## src/rtl/fixed_frame_deframer_resync_defines.svh

```systemverilog
// Assertion macros shared by the deframer RTL.
// Uses clk and rst_n of the including module; no other dependencies.
`ifndef FIXED_FRAME_DEFRAMER_RESYNC_DEFINES_SVH
`define FIXED_FRAME_DEFRAMER_RESYNC_DEFINES_SVH

// same-cycle implication
`define FDR_ASSERT_NOW(lbl, ante, cons, msg) \
  lbl: assert property (@(posedge clk) disable iff (!rst_n) (ante) |-> (cons)) \
    else $error(msg);

// next-cycle implication
`define FDR_ASSERT_NEXT(lbl, ante, cons, msg) \
  lbl: assert property (@(posedge clk) disable iff (!rst_n) (ante) |=> (cons)) \
    else $error(msg);

`endif

```

## src/rtl/fdr_pkg.sv

```systemverilog
// Shared types and constants for the fixed-length frame deframer.
// No dependencies.
`timescale 1ns / 1ps

package fdr_pkg;

  localparam int unsigned FRAME_BYTES_DEF = 64;

  localparam logic [7:0] HDR_AIM    = 8'h71;
  localparam logic [7:0] TAIL_AIM   = 8'h4C;
  localparam logic [7:0] HDR_NAV    = 8'h72;
  localparam logic [7:0] TAIL_NAV_A = 8'h21;
  localparam logic [7:0] TAIL_NAV_B = 8'h4D;

  localparam logic KIND_NAV = 1'b0;
  localparam logic KIND_AIM = 1'b1;

  // one output word
  typedef struct packed {
    logic [7:0] frame_byte;
    logic [5:0] byte_index;
    logic       frame_kind;
    logic       frame_last;
  } fdr_word_t;

  function automatic logic fdr_is_header(input logic [7:0] b);
    return (b == HDR_AIM) || (b == HDR_NAV);
  endfunction

endpackage

```

## src/rtl/fdr_mem.sv

```systemverilog
// Frame store: simple dual-port RAM, one write and one registered read port.
// Depends on nothing.
`timescale 1ns / 1ps

module fdr_mem #(
  parameter int unsigned DEPTH = 64,
  parameter int unsigned AW    = 6
) (
  input  logic          clk,
  input  logic          we,
  input  logic [AW-1:0] waddr,
  input  logic [7:0]    wdata,
  input  logic          re,
  input  logic [AW-1:0] raddr,
  output logic [7:0]    rdata
);

  logic [7:0] mem [DEPTH];

  always_ff @(posedge clk) begin
    if (we) begin
      mem[waddr] <= wdata;
    end
  end

  // read data holds while re is low
  always_ff @(posedge clk) begin
    if (re) begin
      rdata <= mem[raddr];
    end
  end

endmodule

```

## src/rtl/fdr_out.sv

```systemverilog
// Output register stage for the result stream.
// Depends on fdr_pkg (word type).
`timescale 1ns / 1ps

module fdr_out (
  input  logic              clk,
  input  logic              rst_n,
  input  logic              load,
  input  fdr_pkg::fdr_word_t word_in,
  output logic              free,
  output logic              out_tvalid,
  input  logic              out_tready,
  output fdr_pkg::fdr_word_t word_q
);

  import fdr_pkg::*;

  logic      valid_r;
  logic      valid_nxt;
  fdr_word_t word_r;

  assign free       = !valid_r || out_tready;
  assign out_tvalid = valid_r;
  assign word_q     = word_r;

  always_comb begin
    valid_nxt = valid_r;
    if (load) begin
      valid_nxt = 1'b1;
    end else if (out_tready) begin
      valid_nxt = 1'b0;
    end
  end

  always_ff @(posedge clk) begin
    if (!rst_n) begin
      valid_r <= 1'b0;
    end else begin
      valid_r <= valid_nxt;
    end
  end

  always_ff @(posedge clk) begin
    if (load) begin
      word_r <= word_in;
    end
  end

endmodule

```

## src/rtl/fixed_frame_deframer_resync.sv

```systemverilog
// Fixed-length frame deframer with header/tail check and resync. Bytes are taken one per
// cycle into a ring-addressed frame store until FRAME_BYTES are held. A valid frame is then
// read back through the store's single read port and sent one word per cycle while the
// output register is free; an invalid buffer is scanned for the next header, one entry per
// cycle, from position 1 through the last entry. No input is taken during send or scan; the
// output register lets the last word wait while the next byte comes in. Aim frames with
// aim_enable low are consumed in the byte's own cycle. No clearing pass after reset: only
// written entries are ever read.
`timescale 1ns / 1ps
`include "fixed_frame_deframer_resync_defines.svh"

module fixed_frame_deframer_resync #(
  parameter int unsigned FRAME_BYTES = fdr_pkg::FRAME_BYTES_DEF
) (
  input  logic        clk,
  input  logic        rst_n,
  input  logic        cfg_we,
  input  logic        cfg_wdata,   // aim_enable
  input  logic        in_tvalid,
  output logic        in_tready,
  input  logic [7:0]  in_tdata,    // [7:0] rx_byte
  output logic        out_tvalid,
  input  logic        out_tready,
  output logic [15:0] out_tdata,   // [7:0] frame_byte, [13:8] byte_index, [15:14] zero
  output logic        out_tuser,   // frame_kind
  output logic        out_tlast    // frame_last
);

  import fdr_pkg::*;

  localparam int unsigned AW   = $clog2(FRAME_BYTES);
  localparam logic [AW:0]   NW   = (AW+1)'(FRAME_BYTES);
  localparam logic [AW-1:0] LAST = AW'(FRAME_BYTES - 1);

  typedef enum logic [2:0] {
    ST_IDLE = 3'b001,
    ST_EMIT = 3'b010,
    ST_SCAN = 3'b100
  } state_t;

  state_t        st_r, st_nxt;
  logic [AW-1:0] fill_r, fill_nxt;
  logic [AW-1:0] base_r, base_nxt;
  logic [AW-1:0] idx_r, idx_nxt;
  logic          hunting_r, hunting_nxt;
  logic          aim_en_r, aim_en_nxt;
  logic [7:0]    head_r, head_nxt;
  logic          kind_r, kind_nxt;

  logic          mem_we, mem_re;
  logic [AW-1:0] mem_waddr, mem_raddr;
  logic [7:0]    mem_rdata;

  logic          acc, take, full, is_aim, is_nav, emit_go, load, out_free;
  fdr_word_t     word_in, word_q;

  // logical position -> store address
  function automatic logic [AW-1:0] ring(input logic [AW-1:0] b, input logic [AW-1:0] o);
    logic [AW:0] s;
    s = {1'b0, b} + {1'b0, o};
    if (s >= NW) begin
      s = s - NW;
    end
    return s[AW-1:0];
  endfunction

  assign in_tready = (st_r == ST_IDLE);
  assign acc       = in_tvalid && in_tready;
  assign take      = acc && (!hunting_r || fdr_is_header(in_tdata));
  assign full      = (fill_r == LAST);
  assign is_aim    = (head_r == HDR_AIM) && (in_tdata == TAIL_AIM);
  assign is_nav    = (head_r == HDR_NAV) &&
                     ((in_tdata == TAIL_NAV_A) || (in_tdata == TAIL_NAV_B));
  assign emit_go   = take && full && (is_nav || (is_aim && aim_en_r));

  assign mem_waddr = ring(base_r, fill_r);

  assign word_in.frame_byte = mem_rdata;
  assign word_in.byte_index = 6'(idx_r);
  assign word_in.frame_kind = kind_r;
  assign word_in.frame_last = (idx_r == LAST);

  always_comb begin
    st_nxt      = st_r;
    fill_nxt    = fill_r;
    base_nxt    = base_r;
    idx_nxt     = idx_r;
    hunting_nxt = hunting_r;
    aim_en_nxt  = cfg_we ? cfg_wdata : aim_en_r;
    head_nxt    = head_r;
    kind_nxt    = kind_r;
    mem_we      = 1'b0;
    mem_re      = 1'b0;
    mem_raddr   = base_r;
    load        = 1'b0;
    unique case (st_r)
      ST_IDLE: begin
        if (take) begin
          mem_we      = 1'b1;
          hunting_nxt = 1'b0;
          if (fill_r == '0) begin
            head_nxt = in_tdata;
          end
          if (!full) begin
            fill_nxt = fill_r + AW'(1);
          end else if (is_aim || is_nav) begin
            fill_nxt = '0;
            kind_nxt = is_aim ? KIND_AIM : KIND_NAV;
            if (emit_go) begin
              st_nxt    = ST_EMIT;
              idx_nxt   = '0;
              mem_re    = 1'b1;
              mem_raddr = base_r;
            end
          end else begin
            // look for the next header from position 1
            st_nxt    = ST_SCAN;
            idx_nxt   = AW'(1);
            mem_re    = 1'b1;
            mem_raddr = ring(base_r, AW'(1));
          end
        end
      end
      ST_EMIT: begin
        load = out_free;
        if (out_free) begin
          if (idx_r == LAST) begin
            st_nxt = ST_IDLE;
          end else begin
            idx_nxt   = idx_r + AW'(1);
            mem_re    = 1'b1;
            mem_raddr = ring(base_r, idx_r + AW'(1));
          end
        end
      end
      ST_SCAN: begin
        if (fdr_is_header(mem_rdata)) begin
          base_nxt = ring(base_r, idx_r);
          fill_nxt = AW'(NW - {1'b0, idx_r});
          head_nxt = mem_rdata;
          st_nxt   = ST_IDLE;
        end else if (idx_r == LAST) begin
          fill_nxt    = '0;
          hunting_nxt = 1'b1;
          st_nxt      = ST_IDLE;
        end else begin
          idx_nxt   = idx_r + AW'(1);
          mem_re    = 1'b1;
          mem_raddr = ring(base_r, idx_r + AW'(1));
        end
      end
      default: begin
        st_nxt = ST_IDLE;
      end
    endcase
  end

  always_ff @(posedge clk) begin
    if (!rst_n) begin
      st_r      <= ST_IDLE;
      fill_r    <= '0;
      base_r    <= '0;
      idx_r     <= '0;
      hunting_r <= 1'b0;
      aim_en_r  <= 1'b0;
    end else begin
      st_r      <= st_nxt;
      fill_r    <= fill_nxt;
      base_r    <= base_nxt;
      idx_r     <= idx_nxt;
      hunting_r <= hunting_nxt;
      aim_en_r  <= aim_en_nxt;
    end
  end

  always_ff @(posedge clk) begin
    head_r <= head_nxt;
    kind_r <= kind_nxt;
  end

  fdr_mem #(
    .DEPTH (FRAME_BYTES),
    .AW    (AW)
  ) u_mem (
    .clk   (clk),
    .we    (mem_we),
    .waddr (mem_waddr),
    .wdata (in_tdata),
    .re    (mem_re),
    .raddr (mem_raddr),
    .rdata (mem_rdata)
  );

  fdr_out u_out (
    .clk        (clk),
    .rst_n      (rst_n),
    .load       (load),
    .word_in    (word_in),
    .free       (out_free),
    .out_tvalid (out_tvalid),
    .out_tready (out_tready),
    .word_q     (word_q)
  );

  assign out_tdata = {2'b00, word_q.byte_index, word_q.frame_byte};
  assign out_tuser = word_q.frame_kind;
  assign out_tlast = word_q.frame_last;

  `FDR_ASSERT_NOW(a_hunt_empty, hunting_r, fill_r == '0, "hunting with bytes held")
  `FDR_ASSERT_NOW(a_rw_apart, mem_we && mem_re, mem_waddr != mem_raddr,
                  "read and write hit the same entry")
  `FDR_ASSERT_NEXT(a_emit_blocks, emit_go, !in_tready, "input taken while frame pending")
  `FDR_ASSERT_NEXT(a_emit_done, (st_r == ST_EMIT) && load && (idx_r == LAST),
                   (st_r == ST_IDLE) && out_tvalid && out_tlast, "frame end not shown")

endmodule
```

## config.mk

```make
export PLATFORM = sky130hd
export DESIGN_NAME = fixed_frame_deframer_resync
export DESIGN_NICKNAME = d
export VERILOG_FILES = /design/src/rtl/fdr_pkg.sv /design/src/rtl/fdr_mem.sv /design/src/rtl/fdr_out.sv /design/src/rtl/fixed_frame_deframer_resync.sv
export VERILOG_INCLUDE_DIRS = /design/src /design/src/rtl
export SDC_FILE = /design/constraint.sdc
export NUM_CORES = 1
export LEC_CHECK = 0
export BUFFER_PORTS_ARGS = -buffer_cell sky130_fd_sc_hd__buf_2
export CORE_ASPECT_RATIO = 1.1
export CORE_MARGIN = 2
export CORE_UTILIZATION = 40
export CTS_CLUSTER_DIAMETER = 50
export DETAILED_ROUTE_END_ITERATION = 16
export PLACE_DENSITY = 0.51
export SKIP_LAST_GASP = 1
export SLEW_MARGIN = 25
export SYNTH_ARGS = -nofsm -noshare
export SYNTH_HDL_FRONTEND = slang
export SYNTH_SLANG_ARGS = --single-unit
```

## constraint.sdc

```tcl
create_clock -name clk -period 7.3 [get_ports clk]
set_input_delay 0.73 -clock clk [delete_from_list [all_inputs] [get_ports clk]]
set_output_delay 0.73 -clock clk [all_outputs]
set_load 0.005 [all_outputs]
```

# Word level (Yosys, flattened, before mapping)

Memory sizes are Yosys's and may differ from the RTL's. A register that Yosys moved wholly into a read port is not among the register bits.
Cells that the tools add are included.

Bits of input ports: 14
RAM bits: 512
Word-level logic and storage cells: 137
Memories: 1
Bits in registers: 49
Output and inout port bits: 20

Muxes and demuxes: 57
Order comparisons: 4
Equality and inequality tests: 24
Reduce and logical (&&, ||, !) cells: 27
$add $sub $neg: 11

Memory list:

| name      | words | width | rd ports | clocked after memory_dff | write ports | RTL line      | text |
|---|---|---|---|---|---|---|---|
| u_mem.mem | 64    | 8     | 1        | 1                        | 1           | fdr_mem.sv:18 | `logic [7:0] mem [DEPTH];` |

Operators with widths:

| cell                  | number |
|---|---|
| $mux W6               | 22 |
| $eq A8 B7 Y1 const B  | 8 |
| $pmux W6 S3           | 2 |
| $ge A7 B7 Y1 const B  | 4 |
| $mux W8               | 3 |
| $sub A6 B1 Y6 const B | 4 |
| $add A6 B6 Y7         | 3 |
| $mux W3               | 7 |
| $reduce_and A4 Y1     | 5 |
| $mux W1               | 18 |
| $pmux W8 S2           | 1 |
| $add A6 B1 Y6 const B | 2 |
| $eq A6 B6 Y1 const B  | 2 |
| $pmux W6 S2           | 1 |
| $pmux W3 S3           | 1 |
| $eq A8 B6 Y1 const B  | 1 |
| $ne A2 B1 Y1 const B  | 4 |
| $add A6 B1 Y7 const B | 1 |
| $logic_and A1 B1 Y1   | 7 |
| $logic_or A1 B1 Y1    | 7 |
| $logic_not A6 Y1      | 1 |
| $ne A2 B2 Y1 const B  | 3 |
| $ne A3 B2 Y1 const B  | 2 |
| $reduce_and A6 Y1     | 1 |
| 11 further kinds      | 13 |

# Logic depth before layout (Yosys ltp)

Word-level depth: 11
Depth in mapped cells: 16
Mapped depth without buffers: 13

# Hierarchy

Synthesis repeated with hierarchy kept, for this count alone.

Cells, all modules: 1269
Area total of the unflattened synthesis: 23478.8 um^2

By module, submodules not included:

| module                      | area each (um^2) | times used | cells an instance | sequential area each (um^2) |
|---|---|---|---|---|
| fdr_mem                     | 20246.9          | 1          | 940               | 15615.0 |
| fixed_frame_deframer_resync | 2702.6           | 1          | 309               | 730.7 |
| fdr_out                     | 529.3            | 1          | 20                | 500.5 |

# Worst setup path after synthesis

No wires, ideal clock.

Path type: input to register
Start point: in in_tdata[2]
End point: reg u_mem.rdata[6], read port of u_mem.mem (data pin)
Stages on the path: 11
Path buffers: 2
Path slack: 3.729 ns
Required time: 7.027 ns
Library setup time: 0.273 ns
Arrival time: 3.298 ns
Path through: or4b_4 -> nor4b_2 -> o21ai_1 -> a211oi_2 -> nor3_4 -> buf_4 -> buf_2 -> a21oi_1 -> a21oi_1 -> a2111oi_2 -> a211oi_2

Longest elaborated chain between the ends: 11
Elaborated cells between the ends (all ways): 25
Those cells by class: eq/ne (5); mux (9); reduce/logical (11)

Ends and longest elaborated chain:

| item                             | RTL line                           | text |
|---|---|---|
| from (decl)                      | fixed_frame_deframer_resync.sv:21  | `input logic [7:0] in_tdata,` |
| $eq A8 B7 Y1                     | fdr_pkg.sv:27                      | `return (b == HDR_AIM) \|\| (b == HDR_NAV);` |
| $logic_or A1 B1 Y1               | fdr_pkg.sv:27                      |  |
| $logic_or A1 B1 Y1               | fixed_frame_deframer_resync.sv:69  | `assign take = acc && (!hunting_r \|\| fdr_is_header(in_tdata));` |
| $logic_and A1 B1 Y1              | fixed_frame_deframer_resync.sv:69  |  |
| $logic_and A1 B1 Y1 (2 in a row) | fixed_frame_deframer_resync.sv:74  | `assign emit_go = take && full && (is_nav \|\| (is_aim && aim_en_r));` |
| $mux W1                          | fixed_frame_deframer_resync.sv:109 | `if (emit_go) begin` |
| $mux W1                          | fixed_frame_deframer_resync.sv:106 | `end else if (is_aim \|\| is_nav) begin` |
| $mux W1                          | fixed_frame_deframer_resync.sv:104 | `if (!full) begin` |
| $mux W1                          | fixed_frame_deframer_resync.sv:98  | `if (take) begin` |
| $pmux W1 S3                      | fixed_frame_deframer_resync.sv:96  | `unique case (st_r)` |
| to (decl)                        | fdr_mem.sv:15                      | `output logic [7:0] rdata` |

Several ways; a longest one is shown, not always the timed one.
A chain may end at the register's enable or synchronous reset.

# Worst setup path in the final report

Start point: reg u_mem.rdata[7], read port of u_mem.mem
End point: reg u_mem.rdata[3], read port of u_mem.mem (data pin)

Longest elaborated chain between the ends: 4
Elaborated cells between the ends (all ways): 7
Those cells by class: eq/ne (2); mux (4); reduce/logical (1)

Ends and longest elaborated chain:

| item                                       | RTL line                           | text |
|---|---|---|
| $eq A8 B7 Y1                               | fdr_pkg.sv:27                      |  |
| $logic_or A1 B1 Y1 (*)                     | fdr_pkg.sv:27                      |  |
| $mux W6 or $mux W1 (tied branches)         | fixed_frame_deframer_resync.sv:137 | `if (fdr_is_header(mem_rdata)) begin` |
| $pmux W6 S3 or $pmux W1 S3 (tied branches) | fixed_frame_deframer_resync.sv:96  |  |

Every way passes the cells marked *; elsewhere a longest branch is shown, timed or not.

==> results.sh <==
export IMPL_status="finished clean"
export IMPL_post_route_period_util_pct=68.83
export IMPL_synth_edf_count=545
export IMPL_cts_root_buf="clkbuf_16"
export IMPL_start_util_pct=40.28
export IMPL_final_hold_viol_count=0
export IMPL_r2r_end="u_mem.rdata[3]"
export IMPL_fmax_ghz=0.1990
export IMPL_max_slew_margin_rel_pct=28.97
export IMPL_synth_seq_cells=569
export IMPL_peakVddDrop_mv=0.1557
export IMPL_synth_seq_area_share_pct=70.28
export IMPL_syn_avg_cell_area_um2=12.51
export IMPL_cp_required_ns=7.64
export IMPL_cts_resized=0
export IMPL_fp_dieH_um=260.7
export IMPL_crit_end="u_mem.rdata[3]"
export IMPL_vias=15609
export IMPL_async_flop_share_pct=0
export IMPL_cts_inserted_buffers=67
export IMPL_rsz0062_at_grt="no"
export IMPL_place_area_mm2=0.02492
export IMPL_fin_nets=1973
export IMPL_htreeDepth=3
export IMPL_die_x_um=237.4
export IMPL_synth_top_area_share_pct=68.27
export IMPL_drc_errors=0
export IMPL_synth_cell_types=70
export IMPL_area_delta_synth_final_pct=13.37
export IMPL_final_setup_skew_ns=0.01942
export IMPL_gp_congestion=0.8298
export IMPL_postRouteAntennaNets=0
export IMPL_post_cts_buffers=0
export IMPL_worstSetupEndpointType="flop"
export IMPL_rr_startpoint="u_mem.rdata[7]"
export IMPL_drv_slew=0
export IMPL_clock_sinks=569
export IMPL_coreArea_mm2=0.05951
export IMPL_synth_most_common_cell="edfxtp_1"
export IMPL_grt_usage_pct=21.65
export IMPL_cts_tree="yes"
export IMPL_ys_flop_type="edfxtp_1"
export IMPL_netlist_top_cells_count="545 x edfxtp_1, 411 x nand2_1, 268 x a21oi_1"
export IMPL_cp_startpoint="u_mem.rdata[7]"
export IMPL_first_global_vias=15053
export IMPL_dpl_worst_slack_ns=1.769
export IMPL_wirelength_um=67070
export IMPL_fp_row_count=94
export IMPL_rr_worst_depth=11
export IMPL_powerDensity_mw_per_mm2=268.2
export IMPL_drtPass1Iterations=5
export IMPL_overflow=0
export IMPL_grt_max_degree=98
export IMPL_fin_setup_tns_ns=0
export IMPL_die_area_mm2=0.06190
export IMPL_drt_iter0_drc=1559
export IMPL_reg2reg_slack_ns=2.28
export IMPL_clkTransAtPathRegs_ns=0.06
export IMPL_cp_max_fo=74
export IMPL_antenna_found_initial=2
export IMPL_wire_per_inst_um=24.36
export IMPL_min_period_ns=5.024
export IMPL_setup_ws_ns=2.276
export IMPL_clock_latency_ns=0.60
export IMPL_hold_buffers=0
export IMPL_fin_area_mm2=0.02717
export IMPL_cp_arrival_ns=5.36
export IMPL_portBuffers=31
export IMPL_finish_utilization_pct=45.66
export IMPL_ios=34
export IMPL_clock_path_buffers=3
export IMPL_setup_viol=0
export IMPL_hold_class="in -> reg"
export IMPL_timing_hold_ws_ns=0.3981
export IMPL_yosys_top_cells_area="edfxtp_1 68%, nand2_1 6.4%, a21oi_1 5.6%"
export IMPL_setup_worst_path_start_class="flop"
export IMPL_netlist_instances=1916
export IMPL_via_per_inst=5.670
export IMPL_synthesis_area_mm2=0.02397
export IMPL_dpl_hpwl_um=40730
export IMPL_worstMarginPinSlew_ns=1.062
export IMPL_yosysWarnings=0
export IMPL_crit_type="reg -> reg"
export IMPL_grt_pass1_wl_um=99100
export IMPL_maxCapViolations=0
export IMPL_drive_gt1_share_pct=9.173
export IMPL_leakage_nw=9.206
export IMPL_synth_top_cell_by_area="edfxtp_1"
-- cell families after synthesis --
logic type,after synthesis,share of synthesized area [%]
AND/OR/NAND/NOR,675,12.20
XOR/XNOR,30,1.096
other,1,0.01564
multiplexers,4,0.1670
adder cells (fa/ha/maj),23,1.295
flip-flops,569,70.28
buffers and inverters,128,2.312
AO/OA/AOI/OAI,486,12.64
-- critical path: stages (launching register included) --
cell and delay, ns:
edfxtp_1 0.52, nand4b_1 0.29, o41ai_2 0.65, a21oi_1 0.37, a32oi_1 0.38, nand3_4 0.80, buf_4 0.57, a21oi_1 0.17
a22o_1 0.16, o22ai_1 0.12, o21ai_1 0.48, nand4b_1 0.14
-- state kept, by name, indices dropped and copies added, names as in the netlist --
name              flops
u_mem.mem           512
u_out.word_q         16
head_r                8
u_mem.rdata           8
base_r                6
fill_r                6
idx_r                 6
st_r                  3
aim_en_r              1
hunting_r             1
kind_r                1
u_out.out_tvalid      1
-- metal layers --
layer | global-route usage, % | vias to the layer above | wire length (um)
met3 | 3.332 | 99 | 3826
met2 | 35.34 | 489 | 32300
li1 | - | 7172 | -
met5 | 0 | - | 0
met4 | 7.600 | 0 | 1853
met1 | 29.61 | 7849 | 29080
-- cell usage in the layout (no fill, tap or decap), types with 24 or more instances in the layout --
cell type,netlist,final
nand3_1,95,94
nor2_1,94,94
buf_4,4,25
a21oi_1,268,268
nand2_1,411,410
edfxtp_1,545,545
a22oi_1,35,35
a22o_1,47,47
buf_2,47,31
clkbuf_16,0,68
dfxtp_1,24,24
-- per-stage QoR --
stage	cells	total power, mW
6_report	2753	7.288
3_3_place_gp	2634	3.912
2_1_floorplan	1917	3.792
3_5_place_dp	2635	3.915
5_1_grt	2752	7.479
4_1_cts	2752	7.339
-- report_power, final --
part	total (mW)	leakage [nW]	internal, mW	switching (mW)
Clock	3.44	1.10	2.07	1.37
Sequential	3.62	5.11	3.61	0.0161
Combinational	0.220	3.00	0.0540	0.166
-- worst min path at each step --
stage | start | slack, ns | depth (start not counted) | endpoint
after floorplan | kind_r | 0.40 | 0 | u_out.word_q[1]
final | cfg_wdata | 0.40 | 3 | aim_en_r
after global placement | kind_r | 0.42 | 0 | u_out.word_q[1]
after CTS | cfg_wdata | 0.38 | 3 | aim_en_r
after global routing | cfg_wdata | 0.44 | 3 | aim_en_r
after detailed placement | kind_r | 0.41 | 0 | u_out.word_q[1]
-- final cells by class --
type | count | area [um^2]
timing repair buffer | 61 | 442.9
fill | 5347 | 32340
multi-input combinational | 1220 | 6606
inverter | 17 | 63.81
clock inverter | 45 | 535.5
sequential | 569 | 16850
tap | 768 | 960.9
clock buffer | 72 | 1717
antenna | 1 | 2.502
Power figures use the tool's default switching activity.
